`config.mk`:
```
export PLATFORM = sky130hd
export DESIGN_NAME = duty_command_frame_receiver_flat
export DESIGN_NICKNAME = d
export VERILOG_FILES = /design/src/rtl/core/dcfr_pkg.sv /design/src/rtl/core/dcfr_if.sv /design/src/rtl/core/dcfr_parser.sv /design/src/rtl/core/dcfr_scale.sv /design/src/rtl/core/duty_command_frame_receiver.sv /design/src/flat_wrapper.sv
export SDC_FILE = /design/constraint.sdc
export NUM_CORES = 1
export LEC_CHECK = 0
export BUFFER_PORTS_ARGS = -buffer_cell sky130_fd_sc_hd__buf_4
export CORE_UTILIZATION = 50
export CTS_CLUSTER_DIAMETER = 80
export DETAILED_ROUTE_END_ITERATION = 8
export PLACE_DENSITY = 0.67
export SYNTH_ARGS = -nofsm -noshare
export SYNTH_HDL_FRONTEND = slang
export SYNTH_SLANG_ARGS = --single-unit
```
`constraint.sdc`:
```
create_clock -name clk -period 15.71 [get_ports clk]
set_clock_uncertainty 0.15 [all_clocks]
set_input_delay 3.142 -clock clk [delete_from_list [all_inputs] [get_ports clk]]
set_output_delay 3.142 -clock clk [all_outputs]
set_load 0.02 [all_outputs]
```
`src/rtl/core/dcfr_pkg.sv`:
```
// ----------------------------------------------------------------------------
// dcfr_pkg
// Shared types and constants for the duty command frame receiver.
// ----------------------------------------------------------------------------
package dcfr_pkg;

	localparam int unsigned CFG_INDEX_W = 2;
	localparam int unsigned CFG_DATA_W  = 9;

	// configuration register indexes
	typedef enum logic [CFG_INDEX_W-1:0] {
		REG_SYNC_BYTE       = 2'd0,
		REG_SPEED_OFFSET    = 2'd1,
		REG_MAGNITUDE_LIMIT = 2'd2
	} reg_index_t;

	localparam logic [7:0] SYNC_BYTE_RST       = 8'hAA;
	localparam logic [7:0] SPEED_OFFSET_RST    = 8'd8;
	localparam logic [8:0] MAGNITUDE_LIMIT_RST = 9'd256;

	// scaling: command = round(mant * 2^k / 25), k = expo - 144 (normal)
	localparam logic [7:0]  EXPO_BIG     = 8'd144;  // k >= 0: far above any limit
	localparam logic [7:0]  EXPO_ALL_ONE = 8'hFF;
	localparam logic [7:0]  SHIFT_DENORM = 8'd143;
	localparam logic [7:0]  SHIFT_MAX    = 8'd40;
	// shifted value at or above this rounds to 512 or more
	localparam logic [24:0] T_BIG        = 25'd25575;
	localparam logic [14:0] HALF_DIV     = 15'd25;
	// floor(v / 25) = (v * RECIP_25) >> RECIP_SHIFT, exact for v < 43690
	localparam logic [14:0] RECIP_25     = 15'd20972;
	localparam int unsigned RECIP_SHIFT  = 19;

	localparam logic [9:0]  SPEED_MAX    = 10'd511;

	typedef struct packed {
		logic [7:0] speed_offset;
		logic [8:0] magnitude_limit;
	} scale_cfg_t;

endpackage

```
`src/rtl/core/dcfr_if.sv`:
```
// ----------------------------------------------------------------------------
// dcfr channel interfaces
// Valid/ready channels for received bytes, commands and register writes.
// ----------------------------------------------------------------------------
interface dcfr_byte_if;
	logic       valid;
	logic       ready;
	logic [7:0] data_byte;

	modport source (output valid, output data_byte, input ready);
	modport sink   (input valid, input data_byte, output ready);
endinterface

interface dcfr_result_if;
	logic              valid;
	logic              ready;
	logic              direction_low;
	logic [8:0]        speed_value;
	logic signed [9:0] duty_command;

	modport source (output valid, output direction_low, output speed_value,
		output duty_command, input ready);
	modport sink   (input valid, input direction_low, input speed_value,
		input duty_command, output ready);
endinterface

interface dcfr_cfg_if;
	import dcfr_pkg::*;
	logic                  valid;
	logic                  ready;
	logic [CFG_INDEX_W-1:0] index;
	logic [CFG_DATA_W-1:0]  data;

	modport source (output valid, output index, output data, input ready);
	modport sink   (input valid, input index, input data, output ready);
endinterface

```
`src/rtl/core/dcfr_parser.sv`:
```
// ----------------------------------------------------------------------------
// dcfr_parser
// Sync hunt and payload gather; holds a complete frame word in stage 1.
// ----------------------------------------------------------------------------
module dcfr_parser (
	input  logic        clk,
	input  logic        arst_n,
	input  logic        accept,
	input  logic [7:0]  data_byte,
	input  logic [7:0]  sync_byte,
	input  logic        take_s1,
	output logic        frame_valid_s1,
	output logic [31:0] frame_bits_s1
);
	import dcfr_pkg::*;

	typedef enum logic [5:0] {
		ST_HUNT0 = 6'b000001,
		ST_HUNT1 = 6'b000010,
		ST_PAY0  = 6'b000100,
		ST_PAY1  = 6'b001000,
		ST_PAY2  = 6'b010000,
		ST_PAY3  = 6'b100000
	} phase_t;

	phase_t      phase_q;
	logic [7:0]  prev_q;
	logic [23:0] payload_q;

	always_ff @(posedge clk or negedge arst_n) begin
		if (!arst_n) begin
			phase_q <= ST_HUNT0;
			prev_q  <= '0;
		end else if (accept) begin
			unique case (phase_q)
				ST_HUNT0: begin
					prev_q  <= data_byte;
					phase_q <= ST_HUNT1;
				end
				ST_HUNT1: begin
					if (prev_q == sync_byte && data_byte == sync_byte) begin
						phase_q <= ST_PAY0;
					end else begin
						prev_q <= data_byte;
					end
				end
				ST_PAY0: phase_q <= ST_PAY1;
				ST_PAY1: phase_q <= ST_PAY2;
				ST_PAY2: phase_q <= ST_PAY3;
				ST_PAY3: phase_q <= ST_HUNT0;
				default: phase_q <= ST_HUNT0;
			endcase
		end
	end

	// payload bytes, little endian
	always_ff @(posedge clk) begin
		if (accept) begin
			if (phase_q == ST_PAY0) payload_q[7:0]   <= data_byte;
			if (phase_q == ST_PAY1) payload_q[15:8]  <= data_byte;
			if (phase_q == ST_PAY2) payload_q[23:16] <= data_byte;
		end
	end

	logic frame_done;
	assign frame_done = accept && (phase_q == ST_PAY3);

	// a new frame wins over the take of the old one in the same cycle
	always_ff @(posedge clk or negedge arst_n) begin
		if (!arst_n) begin
			frame_valid_s1 <= 1'b0;
		end else begin
			frame_valid_s1 <= frame_done || (frame_valid_s1 && !take_s1);
		end
	end

	always_ff @(posedge clk) begin
		if (frame_done) frame_bits_s1 <= {data_byte, payload_q};
	end

endmodule

```
`src/rtl/core/dcfr_scale.sv`:
```
// ----------------------------------------------------------------------------
// dcfr_scale
// Float percentage to rounded, saturated duty command; output register.
// ----------------------------------------------------------------------------
module dcfr_scale (
	input  logic                clk,
	input  logic                arst_n,
	input  logic                frame_valid_s1,
	input  logic [31:0]         frame_bits_s1,
	input  dcfr_pkg::scale_cfg_t scale_cfg,
	output logic                ready_s2,
	dcfr_result_if.source       cmd
);
	import dcfr_pkg::*;

	logic        sign;
	logic [7:0]  expo;
	logic [22:0] frac;
	logic [23:0] mant;
	logic [7:0]  shift;
	logic [24:0] t;
	logic [14:0] u;
	logic [28:0] prod;
	logic [8:0]  q;
	logic        big;
	logic [8:0]  mag;
	logic [9:0]  speed_sum;

	always_comb begin
		sign = frame_bits_s1[31];
		expo = frame_bits_s1[30:23];
		frac = frame_bits_s1[22:0];
		mant = {(expo != 8'd0), frac};
		shift = (expo == 8'd0) ? SHIFT_DENORM : (EXPO_BIG - expo);
		// round(mant / (25 * 2^s)) = floor((floor(2*mant / 2^s) + 25) / 50)
		t = (shift > SHIFT_MAX) ? 25'd0 : ({mant, 1'b0} >> shift[5:0]);
		big = (expo >= EXPO_BIG) || (t >= T_BIG);
		u = t[14:0] + HALF_DIV;
		prod = 29'(u[14:1]) * 29'(RECIP_25);
		q = prod[RECIP_SHIFT +: 9];
		if (expo == EXPO_ALL_ONE) begin
			mag = (frac != 23'd0) ? 9'd0 : scale_cfg.magnitude_limit;
		end else if (big || q > scale_cfg.magnitude_limit) begin
			mag = scale_cfg.magnitude_limit;
		end else begin
			mag = q;
		end
		speed_sum = 10'(scale_cfg.speed_offset) + 10'(mag);
	end

	assign ready_s2 = !cmd.valid || cmd.ready;

	always_ff @(posedge clk or negedge arst_n) begin
		if (!arst_n) begin
			cmd.valid <= 1'b0;
		end else if (ready_s2) begin
			cmd.valid <= frame_valid_s1;
		end
	end

	always_ff @(posedge clk) begin
		if (ready_s2 && frame_valid_s1) begin
			cmd.direction_low <= sign || (mag == 9'd0);
			cmd.speed_value   <= (speed_sum > SPEED_MAX) ? 9'd511 : speed_sum[8:0];
			cmd.duty_command  <= sign ? -$signed({1'b0, mag}) : $signed({1'b0, mag});
		end
	end

endmodule

```
`src/rtl/core/duty_command_frame_receiver.sv`:
```
// ----------------------------------------------------------------------------
// duty_command_frame_receiver
// Hunts two sync bytes, gathers a little-endian float duty percentage and
// emits the rounded, saturated duty command with direction and speed.
// ----------------------------------------------------------------------------
//
//  channel | dir | payload                                      | per transfer
//  --------+-----+----------------------------------------------+---------------
//  rx      | in  | data_byte[7:0]                               | one serial byte
//  cmd     | out | direction_low, speed_value[8:0],             | one command
//          |     | duty_command[9:0] signed                     |
//  cfg     | in  | index[1:0], data[8:0]                        | one reg write
//
//  One byte per cycle is taken while rx is ready. The frame's last byte
//  lands in stage 1 (frame register) at its transfer edge; the command is
//  then loaded into the output register once that register is free, and
//  cmd.valid rises with that load. rx stalls only while stage 1 holds a
//  frame and the output register is full and not being taken. cfg is
//  always ready. arst_n clears the hunt state, the valid flags and the
//  registers to their defaults (sync 0xAA, offset 8, limit 256).
//
module duty_command_frame_receiver (
	input  logic          clk,
	input  logic          arst_n,
	dcfr_byte_if.sink     rx,
	dcfr_result_if.source cmd,
	dcfr_cfg_if.sink      cfg
);
	import dcfr_pkg::*;

	// configuration registers
	logic [7:0] sync_byte_q;
	logic [7:0] speed_offset_q;
	logic [8:0] magnitude_limit_q;

	assign cfg.ready = 1'b1;

	always_ff @(posedge clk or negedge arst_n) begin
		if (!arst_n) begin
			sync_byte_q       <= SYNC_BYTE_RST;
			speed_offset_q    <= SPEED_OFFSET_RST;
			magnitude_limit_q <= MAGNITUDE_LIMIT_RST;
		end else if (cfg.valid && cfg.ready) begin
			unique case (cfg.index)
				REG_SYNC_BYTE:       sync_byte_q       <= cfg.data[7:0];
				REG_SPEED_OFFSET:    speed_offset_q    <= cfg.data[7:0];
				REG_MAGNITUDE_LIMIT: magnitude_limit_q <= cfg.data;
				default: ;  // writes past the register list are dropped
			endcase
		end
	end

	scale_cfg_t scale_cfg;
	assign scale_cfg.speed_offset    = speed_offset_q;
	assign scale_cfg.magnitude_limit = magnitude_limit_q;

	// stage handshake
	logic        frame_valid_s1;
	logic [31:0] frame_bits_s1;
	logic        ready_s2;
	logic        rx_accept;
	logic        take_s1;

	assign rx.ready  = !frame_valid_s1 || ready_s2;
	assign rx_accept = rx.valid && rx.ready;
	assign take_s1   = frame_valid_s1 && ready_s2;

	dcfr_parser u_parser (
		.clk            (clk),
		.arst_n         (arst_n),
		.accept         (rx_accept),
		.data_byte      (rx.data_byte),
		.sync_byte      (sync_byte_q),
		.take_s1        (take_s1),
		.frame_valid_s1 (frame_valid_s1),
		.frame_bits_s1  (frame_bits_s1)
	);

	dcfr_scale u_scale (
		.clk            (clk),
		.arst_n         (arst_n),
		.frame_valid_s1 (frame_valid_s1),
		.frame_bits_s1  (frame_bits_s1),
		.scale_cfg      (scale_cfg),
		.ready_s2       (ready_s2),
		.cmd            (cmd)
	);

	// ---- checks ----
	logic [9:0] cmd_abs;
	assign cmd_abs = cmd.duty_command[9] ? 10'(-cmd.duty_command) : cmd.duty_command;

	// direction follows the sign of the command
	assert property (@(posedge clk) disable iff (!arst_n)
		cmd.valid |-> (cmd.direction_low == (cmd.duty_command <= 10'sd0)))
		else $error("direction_low disagrees with duty_command");

	// command magnitude never exceeds the saturation bound
	assert property (@(posedge clk) disable iff (!arst_n)
		cmd.valid |-> (cmd_abs <= {1'b0, magnitude_limit_q}))
		else $error("duty_command beyond magnitude_limit");

	// speed is at least the magnitude (offset is non-negative)
	assert property (@(posedge clk) disable iff (!arst_n)
		cmd.valid |-> ({1'b0, cmd.speed_value} >= cmd_abs))
		else $error("speed_value below command magnitude");

	// a held frame is never overwritten by a new one
	assert property (@(posedge clk) disable iff (!arst_n)
		(frame_valid_s1 && !ready_s2) |-> !rx_accept)
		else $error("byte accepted while stage 1 is blocked");

endmodule
```
`src/flat_wrapper.sv`:
```
// flat-port wrapper written by rule: the top's interface ports become plain ports
module duty_command_frame_receiver_flat import dcfr_pkg::*;
  (clk, arst_n, rx_valid, rx_data_byte, rx_ready, cmd_valid, cmd_direction_low, cmd_speed_value, cmd_duty_command, cmd_ready, cfg_valid, cfg_index, cfg_data, cfg_ready);
  dcfr_byte_if rx_i ();
  dcfr_result_if cmd_i ();
  dcfr_cfg_if cfg_i ();
  input  logic clk;
  input  logic arst_n;
  input wire logic [$bits(rx_i.valid)-1:0] rx_valid;
  input wire logic [$bits(rx_i.data_byte)-1:0] rx_data_byte;
  output wire logic [$bits(rx_i.ready)-1:0] rx_ready;
  output wire logic [$bits(cmd_i.valid)-1:0] cmd_valid;
  output wire logic [$bits(cmd_i.direction_low)-1:0] cmd_direction_low;
  output wire logic [$bits(cmd_i.speed_value)-1:0] cmd_speed_value;
  output wire logic [$bits(cmd_i.duty_command)-1:0] cmd_duty_command;
  input wire logic [$bits(cmd_i.ready)-1:0] cmd_ready;
  input wire logic [$bits(cfg_i.valid)-1:0] cfg_valid;
  input wire logic [$bits(cfg_i.index)-1:0] cfg_index;
  input wire logic [$bits(cfg_i.data)-1:0] cfg_data;
  output wire logic [$bits(cfg_i.ready)-1:0] cfg_ready;
  assign rx_i.valid = rx_valid;
  assign rx_i.data_byte = rx_data_byte;
  assign rx_ready = rx_i.ready;
  assign cmd_valid = cmd_i.valid;
  assign cmd_direction_low = cmd_i.direction_low;
  assign cmd_speed_value = cmd_i.speed_value;
  assign cmd_duty_command = cmd_i.duty_command;
  assign cmd_i.ready = cmd_ready;
  assign cfg_i.valid = cfg_valid;
  assign cfg_i.index = cfg_index;
  assign cfg_i.data = cfg_data;
  assign cfg_ready = cfg_i.ready;
  duty_command_frame_receiver u_core (.clk(clk), .arst_n(arst_n), .rx(rx_i), .cmd(cmd_i), .cfg(cfg_i));
endmodule
```
==> Word level (Yosys, flattened, before mapping) <==
Index checks and enable logic that the tools add are counted.
{ "classes": {"n_reduce_logical": 28, "magnitude_cmp": 5, "n_shift": 1, "multipliers": 1, "add_sub_neg": 4, "mux": 10, "eq_ne": 13} }
{ "op_table": {"columns": ["op", "n"], "rows": [
  ["two-way mux 9 bit", 4],
  ["case mux 6 bit (5 select lines)", 1],
  ["multiplier 14 x 13 -> 26 bit, second input constant", 1],
  ["greater-or-equal comparator 25 x 15 -> 1 bit, second input constant", 1],
  ["two-way mux 25 bit", 1],
  [">> shifter 25 x 6 -> 25 bit", 1],
  ["nonzero test 23 bit", 1],
  ["equality test 8 bit", 2],
  ["two-way mux 8 bit", 2],
  ["case mux 8 bit (2 select lines)", 1],
  ["adder 15 x 5 -> 15 bit, second input constant", 1],
  ["AND reduction 2 bit", 7],
  ["adder 8 x 9 -> 10 bit", 1],
  ["greater-than comparator 10 x 9 -> 1 bit, second input constant", 1],
  ["negator 9 -> 10 bit", 1],
  ["greater-than comparator 9 bit", 1],
  ["logical NOT 9 bit", 1],
  ["equality test 8 bit, second input constant", 1],
  ["greater-or-equal comparator 8 bit, second input constant", 1],
  ["greater-than comparator 8 x 6 -> 1 bit, second input constant", 1],
  ["logical NOT 8 bit", 1],
  ["nonzero test 8 bit", 1],
  ["subtractor 8 bit, first input constant", 1],
  ["equality test 6 x 1 -> 1 bit, second input constant", 1],
  ["other kinds (15)", 27]
]} }
{ "totals": {"register_bits": 117, "in_bits": 24, "output_inout_bits": 23, "elab_cells": 77} }

==> Longest topological paths before layout <==
Gate-level depths: netlist of run 1.
{ "depth": {"word_depth": 12, "ltp_mapped": 59, "mapped_depth_nobuf": 54} }

==> Hierarchy <==
From an unflattened synthesis of run 1, not the netlist that was laid out.
{ "unflattened": {"hier_cells": 1110, "hier_area_um2": 11260.8} }
{ "modules_own_cells": {"columns": ["mod", "area_per_inst_um2", "cells_per_inst", "instances", "seq_area_each_um2"], "rows": [
  ["dcfr_scale", 7723.7, 912, 1, 625.6],
  ["dcfr_parser", 2551.2, 140, 1, 2058.2],
  ["duty_command_frame_receiver", 985.9, 58, 1, 633.1]
]} }

==> Worst setup path before layout of run 1 <==
No wires, ideal clock.
{ "synth_path": {"kind": "flip-flop to flip-flop", "startpoint": "register u_core.u_parser.frame_bits_s1[23]", "endpoint": "register u_core.u_scale.cmd.speed_value[8], data pin", "n_path_buf": 3, "arrival_ps": 11446, "period_less_slack_ps": 11763, "setup_time_ps": 167, "path_slack_ps": 3947, "stages_incl_launch_ff": 51, "t_required_ps": 15393, "path_cell_list": "edfxtp_1 -> inv_1 -> ha_1 -> clkbuf_1 -> buf_1 -> mux2_2 -> a221o_1 -> o221ai_1 -> and4bb_1 -> ha_1 -> and2_1 -> o21ai_0 -> xor2_2 -> inv_1 -> fa_1 -> fa_1 -> ha_1 -> inv_1 -> [... 15 more ...] -> nor2_1 -> or4b_1 -> a2bb2oi_2 -> a22oi_4 -> buf_4 -> nor2_1 -> a31o_2 -> ha_1 -> inv_1 -> fa_1 -> o21ai_0 -> a21o_1 -> a21o_1 -> a21o_1 -> nand2_1 -> nor3b_1 -> o21a_1 -> a211oi_1"} }
{ "synth_via": {"elab_chain_len": 12, "elab_cells_between_ends": 19, "classes_between": "3 x add/sub; 1 x mul; 5 x order compare; 1 x eq/ne; 1 x shift; 4 x mux; 4 x reduce/logical"} }
{ "synth_lines": {"columns": ["element", "line", "text"], "rows": [
  ["start: declaration", "dcfr_parser.sv:13", "output logic [31:0] frame_bits_s1"],
  ["start signal: assignment", "dcfr_parser.sv:78", "if (frame_done) frame_bits_s1 <= {data_byte, payload_q};"],
  ["subtractor 8 bit / logical NOT 8 bit (equally long branches)", "dcfr_scale.sv:34", "shift = (expo == 8'd0) ? SHIFT_DENORM : (EXPO_BIG - expo);"],
  ["two-way mux 8 bit", "dcfr_scale.sv:34", null],
  [">> shifter 25 x 6 -> 25 bit / greater-than comparator 8 x 6 -> 1 bit (equally long branches)", "dcfr_scale.sv:36", "t = (shift > SHIFT_MAX) ? 25'd0 : ({mant, 1'b0} >> shift[5:0]);"],
  ["two-way mux 25 bit", "dcfr_scale.sv:36", null],
  ["adder 15 x 5 -> 15 bit", "dcfr_scale.sv:38", "u = t[14:0] + HALF_DIV;"],
  ["multiplier 14 x 13 -> 26 bit", "dcfr_scale.sv:39", "prod = 29'(u[14:1]) * 29'(RECIP_25);"],
  ["greater-than comparator 9 bit", "dcfr_scale.sv:43", "end else if (big || q > scale_cfg.magnitude_limit) begin"],
  ["logical OR 1 bit", "dcfr_scale.sv:43", null],
  ["two-way mux 9 bit", "dcfr_scale.sv:43", null],
  ["two-way mux 9 bit (*)", "dcfr_scale.sv:41", "if (expo == EXPO_ALL_ONE) begin"],
  ["named net u_core.u_scale.mag[0]", "dcfr_scale.sv:26", "logic [8:0] mag;"],
  ["adder 8 x 9 -> 10 bit (*)", "dcfr_scale.sv:48", "speed_sum = 10'(scale_cfg.speed_offset) + 10'(mag);"],
  ["greater-than comparator 10 x 9 -> 1 bit", "dcfr_scale.sv:64", "cmd.speed_value <= (speed_sum > SPEED_MAX) ? 9'd511 : speed_sum[8:0];"],
  ["end signal: assignment", "dcfr_scale.sv:64", null],
  ["end: declaration", "dcfr_if.sv:21", "modport source (output valid, output direction_low, output speed_value,"]
]} }
Mark *: on every way through the listed nets, which the timed path passes. The rest lies on a longest branch.
A chain may end at the register's enable or synchronous reset.

==> Final worst setup path of run 1 <==
{ "layout_path": {"startpoint": "register u_core.u_parser.frame_bits_s1[30]", "endpoint": "register u_core.u_scale.cmd.speed_value[5], data pin"} }
{ "layout_via": {"elab_chain_len": 12, "elab_cells_between_ends": 19, "classes_between": "3 x add/sub; 1 x mul; 5 x order compare; 1 x eq/ne; 1 x shift; 4 x mux; 4 x reduce/logical"} }
{ "layout_lines": {"columns": ["element", "line"], "rows": [
  ["subtractor 8 bit / logical NOT 8 bit (equally long branches)", "dcfr_scale.sv:34"],
  ["two-way mux 8 bit", "dcfr_scale.sv:34"],
  ["greater-than comparator 8 x 6 -> 1 bit / >> shifter 25 x 6 -> 25 bit (equally long branches)", "dcfr_scale.sv:36"],
  ["two-way mux 25 bit", "dcfr_scale.sv:36"],
  ["adder 15 x 5 -> 15 bit", "dcfr_scale.sv:38"],
  ["multiplier 14 x 13 -> 26 bit", "dcfr_scale.sv:39"],
  ["greater-than comparator 9 bit", "dcfr_scale.sv:43"],
  ["logical OR 1 bit", "dcfr_scale.sv:43"],
  ["two-way mux 9 bit", "dcfr_scale.sv:43"],
  ["two-way mux 9 bit (*)", "dcfr_scale.sv:41"],
  ["named net u_core.u_scale.mag[0]", "dcfr_scale.sv:26"],
  ["adder 8 x 9 -> 10 bit (*)", "dcfr_scale.sv:48"],
  ["greater-than comparator 10 x 9 -> 1 bit", "dcfr_scale.sv:64"]
]} }
Marks and branches as above.

==> key figures, run 1 <==
Status
  – Outcome: finished, final reports clean

Critical path
  – Type of the setup path with the least slack: register to register
  – Endpoint class of the critical path: register
  – Crit path max-delay family: compound AO/OA/AOI/OAI gates
  – Crit path largest cell delay: 1090 ps
  – Req. time, crit path: 15,700 ps
  – Worst setup slack for register-to-register paths: 1310 ps
  – Critical path arrival: 14,390 ps
  – Worst-path maximum fanout: 23
  – Critical path launch point type: register
  – Combined buffer and inverter count along the critical path: 6
  – Cell with the largest stage delay on the worst path: sky130_fd_sc_hd__nor4_2

Global routing
  – First-pass GRT wire length: 46,500 um
  – Final global-route overflow total: 0
  – Busiest metal layer after global routing: met2
  – Global-route track usage on met1: 33.6%
  – Largest net degree at the start of global routing: 61
  – Number of antenna violations at the first check in global routing: 0
  – Global-route met3 utilization: 3.27%
  – Global-route usage over all layers: 25.0%
  – Via count of the first global-routing pass: 8,851
  – M2 GR Usage: 41.4%

Floorplan
  – Width of the die: 153 um
  – Die extent in y: 153 um
  – Full die area: 23,300 um^2
  – Number of cell rows: 54
  – Starting utilization of the core area: 51.5%
  – Number of top-level design ports: 47
  – Core region area: 22,000 um^2

Finish
  – Final cell utilization of the core: 56.7%
  – Count of fill cells added during filler insertion: 1,931
  – Ratio of cells with drive above 1 in the final layout: 15.5%
  – Multi-input combinational cell area: 7270 um^2
  – Synthesis-to-finish area growth: 10.0%
  – Register cell area after layout: 3320 um^2
  – Number of nets at the end of the flow: 1,352
  – Number of antenna diodes: 0

Timing
  – Setup Viol. Count Final: 0
  – Setup tns final: 0 ps
  – Slew margin rel.: 15.0%
  – Final critical-path setup slack: 1310 ps
  – Min Tclk post-route: 14,400 ps
  – Portion of the clock cycle consumed by the worst path in the final layout: 91.7%
  – Fin. Hold Viols: 0
  – Actual slew at the worst max-slew pin: 1270 ps
  – Unrepaired setup endpoints after global routing: false
  – Max frequency: 0.0694 GHz
  – Max-slew violation count: 0

Pwr
  – Max IR drop VDD: 93.3 uV
  – Pwr/cell area: 70.1 nW/um^2
  – Reported leakage power: 0.00558 uW

Clocking
  – CTS root buffer: sky130_fd_sc_hd__clkbuf_16
  – Num CTS Buffers: 17
  – Worst skew pair latency: 410 ps
  – Clock sinks: 117
  – Clock transition at the registers of the reported paths: 60 ps
  – # Post-CTS Setup Buffers: 0
  – Cts-stage hold buffer count: 0
  – H-tree level count: 4
  – Post-cts repair resize count: 0
  – Max Root-Sink Buffers: 2
  – TritonCTS clock tree: yes

Yosys
  – Number of synthesized flops with an enable pin: 76
  – Count of yosys warnings during synthesis: 0
  – Post-synthesis average cell area: 10.0 um^2
  – Share of flip-flops with an asynchronous set or reset: 35.0%
  – Post-synthesis net count: 1,323
  – Most frequently used flop master after synthesis: sky130_fd_sc_hd__edfxtp_1
  – Library cell occupying the most area in the post-synthesis netlist: sky130_fd_sc_hd__edfxtp_1
  – Number of instances in the synthesized netlist: 1,131
  – Share of the synthesized area in the top cell type: 20.1%
  – Sequential share of the synthesized area: 29.2%
  – Library cells used by synthesis: 101
  – Syn Std Cell Area: 11,300 um^2
  – Synth top area cells: sky130_fd_sc_hd__edfxtp_1 20%, sky130_fd_sc_hd__ha_1 13%, sky130_fd_sc_hd__fa_1 9.2%, sky130_fd_sc_hd__dfrtp_1 7.5%, sky130_fd_sc_hd__inv_1 4.7%
  – Register bit count reported by yosys: 117

Drt
  – Violation count after the first detailed-route iteration: 803
  – Routed vias: 8,921
  – Post-DR vias/cell: 6.14
  – Routed length per instance: 19.4 um
  – Post-route DRC violation count: 0
  – Routed Wire Length: 28,200 um
  – Number of nets still failing antenna checks after routing: 0
  – Initial DRT Pass Iterations: 7

Placed design
  – Routability cong.: 1.01
  – Placement Setup Slack: 1400 ps
  – HPWL after DPL: 21,800 um
  – Buffers added on ports: 45

Run
  – Max Cap Viol: 0

Min path
  – Path class of the lowest-slack min-delay path: register to register
[cell families (layout without fill, tap and decap cells)]
| group | count (synthesis) | after routing | share of synthesized area [%] |
|---|---|---|---|
| AOI/OAI and AO/OA | 243 | 243 | 15.7 |
| xor gates and xnor gates | 52 | 52 | 4.58 |
| adders and majority gates | 168 | 168 | 22.0 |
| buffers and inverters | 187 | 229 | 6.89 |
| DFF | 117 | 117 | 29.2 |
| muxes | 83 | 83 | 8.50 |
| other | 1 | 1 | 0.0331 |
| and+or+nand+nor | 280 | 280 | 13.1 |
[area by class of cell]
class	count	share of cell area [%]
multi-input combinational	827	58.2
sequential	117	26.6
inverter	142	4.27
clock buffer	18	3.44
timing repair buffer	55	3.31
tap	280	2.81
clock inverter	14	1.38
[worst reg2reg max path, delay by kind of cell, from the launching register on]
| family | cells | cell delay, ps |
|---|---|---|
| compound gates | 20 | 6100 |
| xor+xnor | 2 | 560 |
| fa+ha+maj | 8 | 2940 |
| buf+inv | 6 | 460 |
| flops | 1 | 510 |
| simple gates | 13 | 3420 |
[power by group]
group	switching [uW]	internal [uW]	total [uW]	leakage (uW)
logic	47.6	51.6	99.2	0.00412
registers	24.5	358	382	0.00117
clock network	142	251	393	0.000294
total	214	661	875	0.00558
[worst paths after layout]
kind | from | end | cells past startpoint
worst max-delay path | u_core.u_parser.frame_bits_s1[30] | u_core.u_scale.cmd.speed_value[5] | 49
min in group asynchronous | arst_n | u_core.speed_offset_q[5] | 1
worst min register to register | u_core.u_parser.payload_q[7] | u_core.u_parser.frame_bits_s1[7] | 0
worst min-delay path | u_core.u_parser.payload_q[7] | u_core.u_parser.frame_bits_s1[7] | 0
worst max register to register | u_core.u_parser.frame_bits_s1[30] | u_core.u_scale.cmd.speed_value[5] | 49
max in group asynchronous | arst_n | u_core.u_parser.phase_q[0] | 1
[registers in the layout, indices dropped and copies added (netlist names)]
register / count
u_core.u_parser.frame_valid_s1: 1
u_core.u_parser.prev_q: 8
u_core.u_scale.cmd.duty_command: 10
u_core.magnitude_limit_q: 9
u_core.speed_offset_q: 8
u_core.sync_byte_q: 8
u_core.u_parser.frame_bits_s1: 32
u_core.u_scale.cmd.valid: 1
u_core.u_parser.payload_q: 24
u_core.u_scale.cmd.speed_value: 9
u_core.u_scale.cmd.direction_low: 1
u_core.u_parser.phase_q: 6
[Yosys cell counts (11+ instances only)]
master / count
sky130_fd_sc_hd__xor2_1: 20
sky130_fd_sc_hd__dfrtp_1: 34
sky130_fd_sc_hd__o22ai_1: 15
sky130_fd_sc_hd__inv_1: 141
sky130_fd_sc_hd__or3_1: 12
sky130_fd_sc_hd__and2_1: 14
sky130_fd_sc_hd__o21ai_0: 36
sky130_fd_sc_hd__ha_1: 116
sky130_fd_sc_hd__and3_1: 14
sky130_fd_sc_hd__nor3_1: 28
sky130_fd_sc_hd__fa_1: 52
sky130_fd_sc_hd__nand2b_1: 15
sky130_fd_sc_hd__edfxtp_1: 76
sky130_fd_sc_hd__a21oi_1: 39
sky130_fd_sc_hd__mux2_2: 47
sky130_fd_sc_hd__nor4_1: 16
sky130_fd_sc_hd__buf_2: 19
sky130_fd_sc_hd__mux2i_1: 30
sky130_fd_sc_hd__o211ai_1: 19
sky130_fd_sc_hd__clkbuf_1: 12
sky130_fd_sc_hd__nor2_1: 51
sky130_fd_sc_hd__nand3_1: 22
sky130_fd_sc_hd__xnor2_1: 26
sky130_fd_sc_hd__a211oi_1: 11
sky130_fd_sc_hd__a21o_1: 15
sky130_fd_sc_hd__nand2_1: 65
[cells in the final DEF, fill, tap and decap left out, types with 26 or more instances in the layout]
| cell type | netlist | final |
|---|---|---|
| sky130_fd_sc_hd__nor3_1 | 28 | 28 |
| sky130_fd_sc_hd__fa_1 | 52 | 52 |
| sky130_fd_sc_hd__mux2_2 | 47 | 47 |
| sky130_fd_sc_hd__ha_1 | 116 | 116 |
| sky130_fd_sc_hd__nor2_1 | 51 | 50 |
| sky130_fd_sc_hd__mux2i_1 | 30 | 30 |
| sky130_fd_sc_hd__inv_1 | 141 | 141 |
| sky130_fd_sc_hd__buf_4 | 9 | 55 |
| sky130_fd_sc_hd__xnor2_1 | 26 | 26 |
| sky130_fd_sc_hd__edfxtp_1 | 76 | 76 |
| sky130_fd_sc_hd__dfrtp_1 | 34 | 34 |
| sky130_fd_sc_hd__a21oi_1 | 39 | 39 |
| sky130_fd_sc_hd__nand2_1 | 65 | 65 |
| sky130_fd_sc_hd__o21ai_0 | 36 | 36 |
[per-stage QoR]
step | cell area, um^2 | hold WS (ps) | total power (uW) | instances
after detailed placement | 11900 | 255 | 487 | 1421
final | 12500 | 264 | 875 | 1453
after CTS | 12500 | 265 | 880 | 1453
after global placement | 11900 | 251 | 483 | 1421
after global routing | 12500 | 268 | 910 | 1453
after floorplan | 11300 | 250 | 455 | 1131
[metal layers]
layer	vias up	part of all wire (%)
met3	78	5.7
met5	-	0
met4	0	3.0
met1	4300	44
met2	367	47
li1	4176	-
No activity file was read; power rests on OpenSTA's default activity.
==> inputs of run 2 (changes only) <==
--- a/config.mk
+++ b/config.mk
@@ -6,10 +6,12 @@
 export NUM_CORES = 1
 export LEC_CHECK = 0
 export BUFFER_PORTS_ARGS = -buffer_cell sky130_fd_sc_hd__buf_4
-export CORE_UTILIZATION = 50
+export CELL_PAD_IN_SITES_DETAIL_PLACEMENT = 1
+export CELL_PAD_IN_SITES_GLOBAL_PLACEMENT = 2
+export CORE_UTILIZATION = 42
 export CTS_CLUSTER_DIAMETER = 80
 export DETAILED_ROUTE_END_ITERATION = 8
-export PLACE_DENSITY = 0.67
+export PLACE_DENSITY_LB_ADDON = 0.1
 export SYNTH_ARGS = -nofsm -noshare
 export SYNTH_HDL_FRONTEND = slang
 export SYNTH_SLANG_ARGS = --single-unit
==> key figures, run 2 (synthesis results as in run 1) <==
Timing
  – Min Tclk post-route: 14,270 ps (-135 ps)
  – Actual slew at the worst max-slew pin: 1140 ps (-126 ps)
  – Max-slew violation count: 0 (unchanged)
  – Unrepaired setup endpoints after global routing: false
  – Portion of the clock cycle consumed by the worst path in the final layout: 90.8% (-0.86 points)
  – Max frequency: 0.0701 GHz (+0.95%)
  – Slew margin rel.: 23.9% (+8.9 points)
  – Setup tns final: 0 ps (unchanged)
  – Setup Viol. Count Final: 0 (unchanged)
  – Fin. Hold Viols: 0 (unchanged)
  – Worst hold-check slack: 264 ps (+0.132 ps)

Drt
  – Routed vias: 8,858 (-0.71%)
  – Initial DRT Pass Iterations: 5 (-2)
  – Routed length per instance: 21.8 um (+12%)
  – Post-route DRC violation count: 0 (unchanged)
  – Number of nets still failing antenna checks after routing: 0 (unchanged)
  – Routed Wire Length: 32,900 um (+17%)
  – Post-DR vias/cell: 5.85 (-4.6%)
  – Violation count after the first detailed-route iteration: 557 (-31%)

Critical path
  – Req. time, crit path: 15,700 ps (about the same)
  – Cell with the largest stage delay on the worst path: sky130_fd_sc_hd__a22oi_4
  – Worst setup slack for register-to-register paths: 1440 ps (+140 ps)
  – Critical path launch point type: register
  – Worst-path maximum fanout: 23 (unchanged)
  – Crit path largest cell delay: 730 ps (-360 ps)
  – Logic depth of the worst register-to-register path: 45 (-8.2%)
  – Critical path depth in cells: 45 (-8.2%)
  – Launching instance or port of the critical path: u_core.u_parser.frame_bits_s1[24]
  – Endpoint of the worst-slack reg-to-reg timing path: u_core.u_scale.cmd.speed_value[5]
  – Crit path max-delay family: compound AO/OA/AOI/OAI gates
  – Type of the setup path with the least slack: register to register
  – Combined buffer and inverter count along the critical path: 4 (-2)
  – Endpoint class of the critical path: register
  – Critical path arrival: 14,260 ps (-130 ps)
  – Worst reg2reg path startpoint: u_core.u_parser.frame_bits_s1[24]
  – Endpoint of the worst setup timing path: u_core.u_scale.cmd.speed_value[5]

Placed design
  – HPWL after DPL: 25,700 um (+18%)
  – Routability cong.: 0.923 (-9.0%)
  – Placed standard-cell area: 12,000 um^2 (+0.84%)
  – Buffers added on ports: 45 (unchanged)

Pwr
  – Max IR drop VDD: 84.7 uV (-9.2%)
  – Pwr/cell area: 69.0 nW/um^2 (-1.5%)
  – Reported leakage power: 0.00559 uW (+0.16%)

Clocking
  – Post-cts repair resize count: 0 (unchanged)
  – Cts-stage hold buffer count: 0 (unchanged)
  – CTS root buffer: sky130_fd_sc_hd__clkbuf_16
  – Clock transition at the registers of the reported paths: 70 ps (about the same)
  – Num CTS Buffers: 17 (unchanged)
  – Clock sinks: 117 (unchanged)
  – Max Root-Sink Buffers: 2 (unchanged)
  – # Post-CTS Setup Buffers: 0 (unchanged)
  – TritonCTS clock tree: yes
  – H-tree level count: 4 (unchanged)
  – Worst skew pair latency: 430 ps (+20 ps)

Global routing
  – Via count of the first global-routing pass: 9,468 (+7.0%)
  – Number of antenna violations at the first check in global routing: 0 (unchanged)
  – First-pass GRT wire length: 53,700 um (+15%)
  – Final global-route overflow total: 0 (unchanged)
  – Largest net degree at the start of global routing: 61 (unchanged)
  – Global-route usage over all layers: 24.9% (-0.13 points)

Min path
  – Path class of the lowest-slack min-delay path: register to register

Finish
  – Number of nets at the end of the flow: 1,357 (+0.37%)
  – Number of antenna diodes: 0 (unchanged)
  – Flip-flop count of the largest register after layout: 32 (unchanged)
  – Ratio of cells with drive above 1 in the final layout: 16.0% (+0.44 points)
  – Registers with the most flip-flops: u_core.u_parser.frame_bits_s1 x32, u_core.u_parser.payload_q x24, u_core.u_scale.cmd.duty_command x10
  – Most frequent cells in the layout: 141 x sky130_fd_sc_hd__inv_1, 116 x sky130_fd_sc_hd__ha_1, 76 x sky130_fd_sc_hd__edfxtp_1, 65 x sky130_fd_sc_hd__nand2_1, 60 x sky130_fd_sc_hd__buf_4
  – Final instance area: 12,600 um^2 (+0.59%)
  – Reg with most FFs: u_core.u_parser.frame_bits_s1
  – Synthesis-to-finish area growth: 10.7%
  – Most common cell after layout, fill and taps aside: sky130_fd_sc_hd__inv_1

Floorplan
  – Number of top-level design ports: 47 (unchanged)
  – Width of the die: 166 um (+9.0%)
  – Die extent in y: 166 um (+9.0%)
  – Core region area: 26,300 um^2 (+19%)
  – Number of cell rows: 59 (+9.3%)
  – Starting utilization of the core area: 43.2% (-8.3 points)
  – Full die area: 27,700 um^2 (+19%)

Run
  – Max Cap Viol: 0 (unchanged)

Status
  – Outcome: finished, final reports clean
run 2: cell types whose count changed in the layout (fill, tap and decap cells not counted), sizes merged:
cell,previous run,this run
clkinv,4,3
buf,55,60
bufinv,3,0
clkbuf,18,17
inv,148,152
clkinvlp,1,2
run 2: metal layers:
layer	vias up	GRT usage, %	part of all wire, %	routed length, um
met1	4467	33.6	46	15300
met3	31	2.05	3.0	974
met5	-	0	0	0
met4	0	5.60	1.3	432
met2	183	43.2	49	16200
li1	4177	-	-	-
run 2: where the power goes:
group | switching, uW | internal, uW | total [uW]
Combinational | 48.9 | 51.8 | 101
Sequential | 27.5 | 358 | 385
Clock | 169 | 212 | 381
run 2: area by class of cell:
cell class	count	area [um^2]
repair buffers	60	450
well taps	335	419
fillers	2922	13700
flip-flops and latches	117	3320
clock inverters	15	156
clock buffers	17	425
multi-input cells	827	7260
inverters	142	533
run 2: per-stage QoR:
stage               power (uW)  setup slack [ps]  std cells  utilization, %
floorplan                  455              3950       1131               -
global placement           487              1740       1481            45.6
detailed placement         491              1560       1481            45.6
CTS                        877              1490       1513            47.8
global route               902               212       1513            47.8
finish                     867              1440       1513            47.8
run 2: worst min path at each step:
stage,start,to,slack [ps],cells after the start
5_1_grt,u_core.u_parser.payload_q[19],u_core.u_parser.frame_bits_s1[19],270,0
3_5_place_dp,u_core.u_parser.payload_q[19],u_core.u_parser.frame_bits_s1[19],260,0
4_1_cts,u_core.u_parser.payload_q[19],u_core.u_parser.frame_bits_s1[19],270,0
6_report,u_core.u_parser.payload_q[11],u_core.u_parser.frame_bits_s1[11],260,0
2_1_floorplan,u_core.u_parser.payload_q[0],u_core.u_parser.frame_bits_s1[0],250,0
3_3_place_gp,u_core.u_parser.payload_q[1],u_core.u_parser.frame_bits_s1[1],250,0
==> inputs of run 3 (changes only) <==
--- a/config.mk
+++ b/config.mk
@@ -8,7 +8,7 @@
 export BUFFER_PORTS_ARGS = -buffer_cell sky130_fd_sc_hd__buf_4
 export CELL_PAD_IN_SITES_DETAIL_PLACEMENT = 1
 export CELL_PAD_IN_SITES_GLOBAL_PLACEMENT = 2
-export CORE_UTILIZATION = 42
+export CORE_UTILIZATION = 30
 export CTS_CLUSTER_DIAMETER = 80
 export DETAILED_ROUTE_END_ITERATION = 8
 export PLACE_DENSITY_LB_ADDON = 0.1
==> key figures, run 3 (synthesis results as in run 1) <==
Clocking
  – TritonCTS clock tree: yes
  – Max Root-Sink Buffers: 2 (unchanged)
  – Worst skew pair latency: 410 ps (-20 ps)
  – Clock sinks: 117 (unchanged)
  – # Post-CTS Setup Buffers: 0 (unchanged)
  – H-tree level count: 4 (unchanged)
  – Post-cts repair resize count: 0 (unchanged)
  – Num CTS Buffers: 17 (unchanged)
  – Cts-stage hold buffer count: 0 (unchanged)
  – Clock transition at the registers of the reported paths: 60 ps (about the same)
  – CTS root buffer: sky130_fd_sc_hd__clkbuf_16

Global routing
  – Via count of the first global-routing pass: 9,633 (+1.7%)
  – Final global-route overflow total: 0 (unchanged)
  – Global-route usage over all layers: 18.7% (-6.2 points)
  – Global-route met3 utilization: 1.49% (-0.56 points)
  – Global-route track usage on met1: 25.3% (-8.3 points)
  – Busiest metal layer after global routing: met2
  – First-pass GRT wire length: 55,900 um (+4.2%)
  – Largest net degree at the start of global routing: 61 (unchanged)
  – Number of antenna violations at the first check in global routing: 0 (unchanged)
  – M2 GR Usage: 32.2% (-11 points)

Critical path
  – Req. time, crit path: 15,700 ps (about the same)
  – Worst-path maximum fanout: 17 (-26%)
  – Logic depth of the worst register-to-register path: 50 (+11%)
  – Critical path launch point type: register
  – Crit path largest cell delay: 710 ps (-20 ps)
  – Critical path depth in cells: 50 (+11%)
  – Type of the setup path with the least slack: register to register
  – Cell with the largest stage delay on the worst path: sky130_fd_sc_hd__or3b_1
  – Combined buffer and inverter count along the critical path: 9 (+5)
  – Critical path arrival: 14,320 ps (+60 ps)
  – Crit path max-delay family: compound AO/OA/AOI/OAI gates
  – Endpoint class of the critical path: register
  – Cell repeated most along the worst path: sky130_fd_sc_hd__inv_1

Pwr
  – Switching power as a share of total power: 27.9% (-0.45 points)
  – Reg power frac: 44.5% (about the same)
  – Pwr/cell area: 67.3 nW/um^2 (-2.5%)
  – Max IR drop VDD: 76.8 uV (-9.4%)
  – Cell internal pwr: 622 uW (+0.11%)
  – Proportion of power drawn by the clock network: 43.7% (-0.3 points)
  – Reported leakage power: 0.00561 uW (+0.40%)
  – Reported net switching power: 240 uW (-2.1%)
  – Fraction of power consumed by combinational cells: 11.7% (about the same)

Finish
  – Register cell area after layout: 3320 um^2 (unchanged)
  – Reg with most FFs: u_core.u_parser.frame_bits_s1
  – Registers with the most flip-flops: u_core.u_parser.frame_bits_s1 x32, u_core.u_parser.payload_q x24, u_core.u_scale.cmd.duty_command x10
  – Most common cell after layout, fill and taps aside: sky130_fd_sc_hd__inv_1
  – Count of fill cells added during filler insertion: 4,219 (+44%)
  – Ratio of cells with drive above 1 in the final layout: 16.3% (+0.37 points)
  – Number of antenna diodes: 0 (unchanged)
  – Synthesis-to-finish area growth: 12.9%
  – Most frequent cells in the layout: 141 x sky130_fd_sc_hd__inv_1, 116 x sky130_fd_sc_hd__ha_1, 76 x sky130_fd_sc_hd__edfxtp_1, 65 x sky130_fd_sc_hd__nand2_1, 63 x sky130_fd_sc_hd__buf_4
  – Multi-input combinational cell area: 7270 um^2 (+0.21%)
  – Number of nets at the end of the flow: 1,361 (+0.29%)
  – Flip-flop count of the largest register after layout: 32 (unchanged)

Timing
  – Max-slew violation count: 0 (unchanged)
  – Slew margin rel.: 32.9% (+9.0 points)
  – Min Tclk post-route: 14,330 ps (+61.0 ps)
  – Setup Viol. Count Final: 0 (unchanged)
  – Setup tns final: 0 ps (unchanged)
  – Fin. Hold Viols: 0 (unchanged)
  – Max frequency: 0.0698 GHz (-0.43%)
  – Unrepaired setup endpoints after global routing: false
  – Portion of the clock cycle consumed by the worst path in the final layout: 91.2% (+0.39 points)
  – Actual slew at the worst max-slew pin: 998 ps (-141 ps)
  – Final critical-path setup slack: 1380 ps (-61.0 ps)

Min path
  – Hold path depth: 0 (unchanged)
  – Path class of the lowest-slack min-delay path: register to register

Drt
  – Number of nets still failing antenna checks after routing: 0 (unchanged)
  – Routed vias: 8,754 (-1.2%)
  – Post-DR vias/cell: 5.19 (-11%)
  – Initial DRT Pass Iterations: 5 (unchanged)
  – Routed Wire Length: 34,400 um (+4.4%)
  – Violation count after the first detailed-route iteration: 455 (-18%)
  – Post-route DRC violation count: 0 (unchanged)
  – Routed length per instance: 20.4 um (-6.3%)

Placed design
  – Buffers added on ports: 45 (unchanged)
  – HPWL after DPL: 27,600 um (+7.1%)
  – Placement Setup Slack: 1300 ps (-263 ps)
  – Routability cong.: 0.852 (-7.7%)

Status
  – Outcome: finished, final reports clean

Floorplan
  – Width of the die: 196 um (+18%)
  – Die extent in y: 196 um (+18%)
  – Full die area: 38,600 um^2 (+39%)
  – Number of cell rows: 70 (+19%)
  – Number of top-level design ports: 47 (unchanged)
  – Core region area: 36,900 um^2 (+40%)
  – Starting utilization of the core area: 30.8% (-12 points)

Run
  – Max Cap Viol: 0 (unchanged)
-- run 3: final timing paths --
| path | endpoint | start | slack (ps) |
|---|---|---|---|
| worst max-delay path | u_core.u_scale.cmd.speed_value[5] | u_core.u_parser.frame_bits_s1[24] | 1380 |
| worst min-delay path | u_core.u_parser.frame_bits_s1[20] | u_core.u_parser.payload_q[20] | 270 |
| worst max register to register | u_core.u_scale.cmd.speed_value[5] | u_core.u_parser.frame_bits_s1[24] | 1380 |
| worst min register to register | u_core.u_parser.frame_bits_s1[20] | u_core.u_parser.payload_q[20] | 270 |
| max in group asynchronous | u_core.u_parser.phase_q[0] | arst_n | 12460 |
| min in group asynchronous | u_core.speed_offset_q[2] | arst_n | 2560 |
-- run 3: power groups by stage --
stage          registers (uW)  logic, uW  clock network, uW
6_report                  384        101                377
5_1_grt                   388        114                397
4_1_cts                   385        103                388
3_5_place_dp              391        102                  0
3_3_place_gp              389        101                  0
2_1_floorplan             377       77.7                  0
-- run 3: final cells by class --
cell class              count  share of cell area (%)
clock inverters            15                    1.24
flip-flops and latches    117                    25.9
multi-input cells         827                    56.7
inverters                 142                    4.16
clock buffers              17                    3.32
repair buffers             64                    3.73
well taps                 504                    4.92
-- run 3: per-layer routing --
| layer | share of wire, % | wire length (um) |
|---|---|---|
| met1 | 48 | 16400 |
| met2 | 49 | 16700 |
| met3 | 2.2 | 765 |
| met4 | 1.3 | 453 |
| met5 | 0 | 0 |
-- run 3: metrics by stage --
stage               power (uW)  std cells  util [%]  hold slack [ps]  cell area (um^2)
global route               900       1686      34.8              266             12800
CTS                        876       1685      34.7              267             12800
global placement           491       1653      33.2              252             12200
floorplan                  455       1131         -              250             11300
finish                     862       1686      34.8              266             12800
detailed placement         493       1653      33.2              256             12200
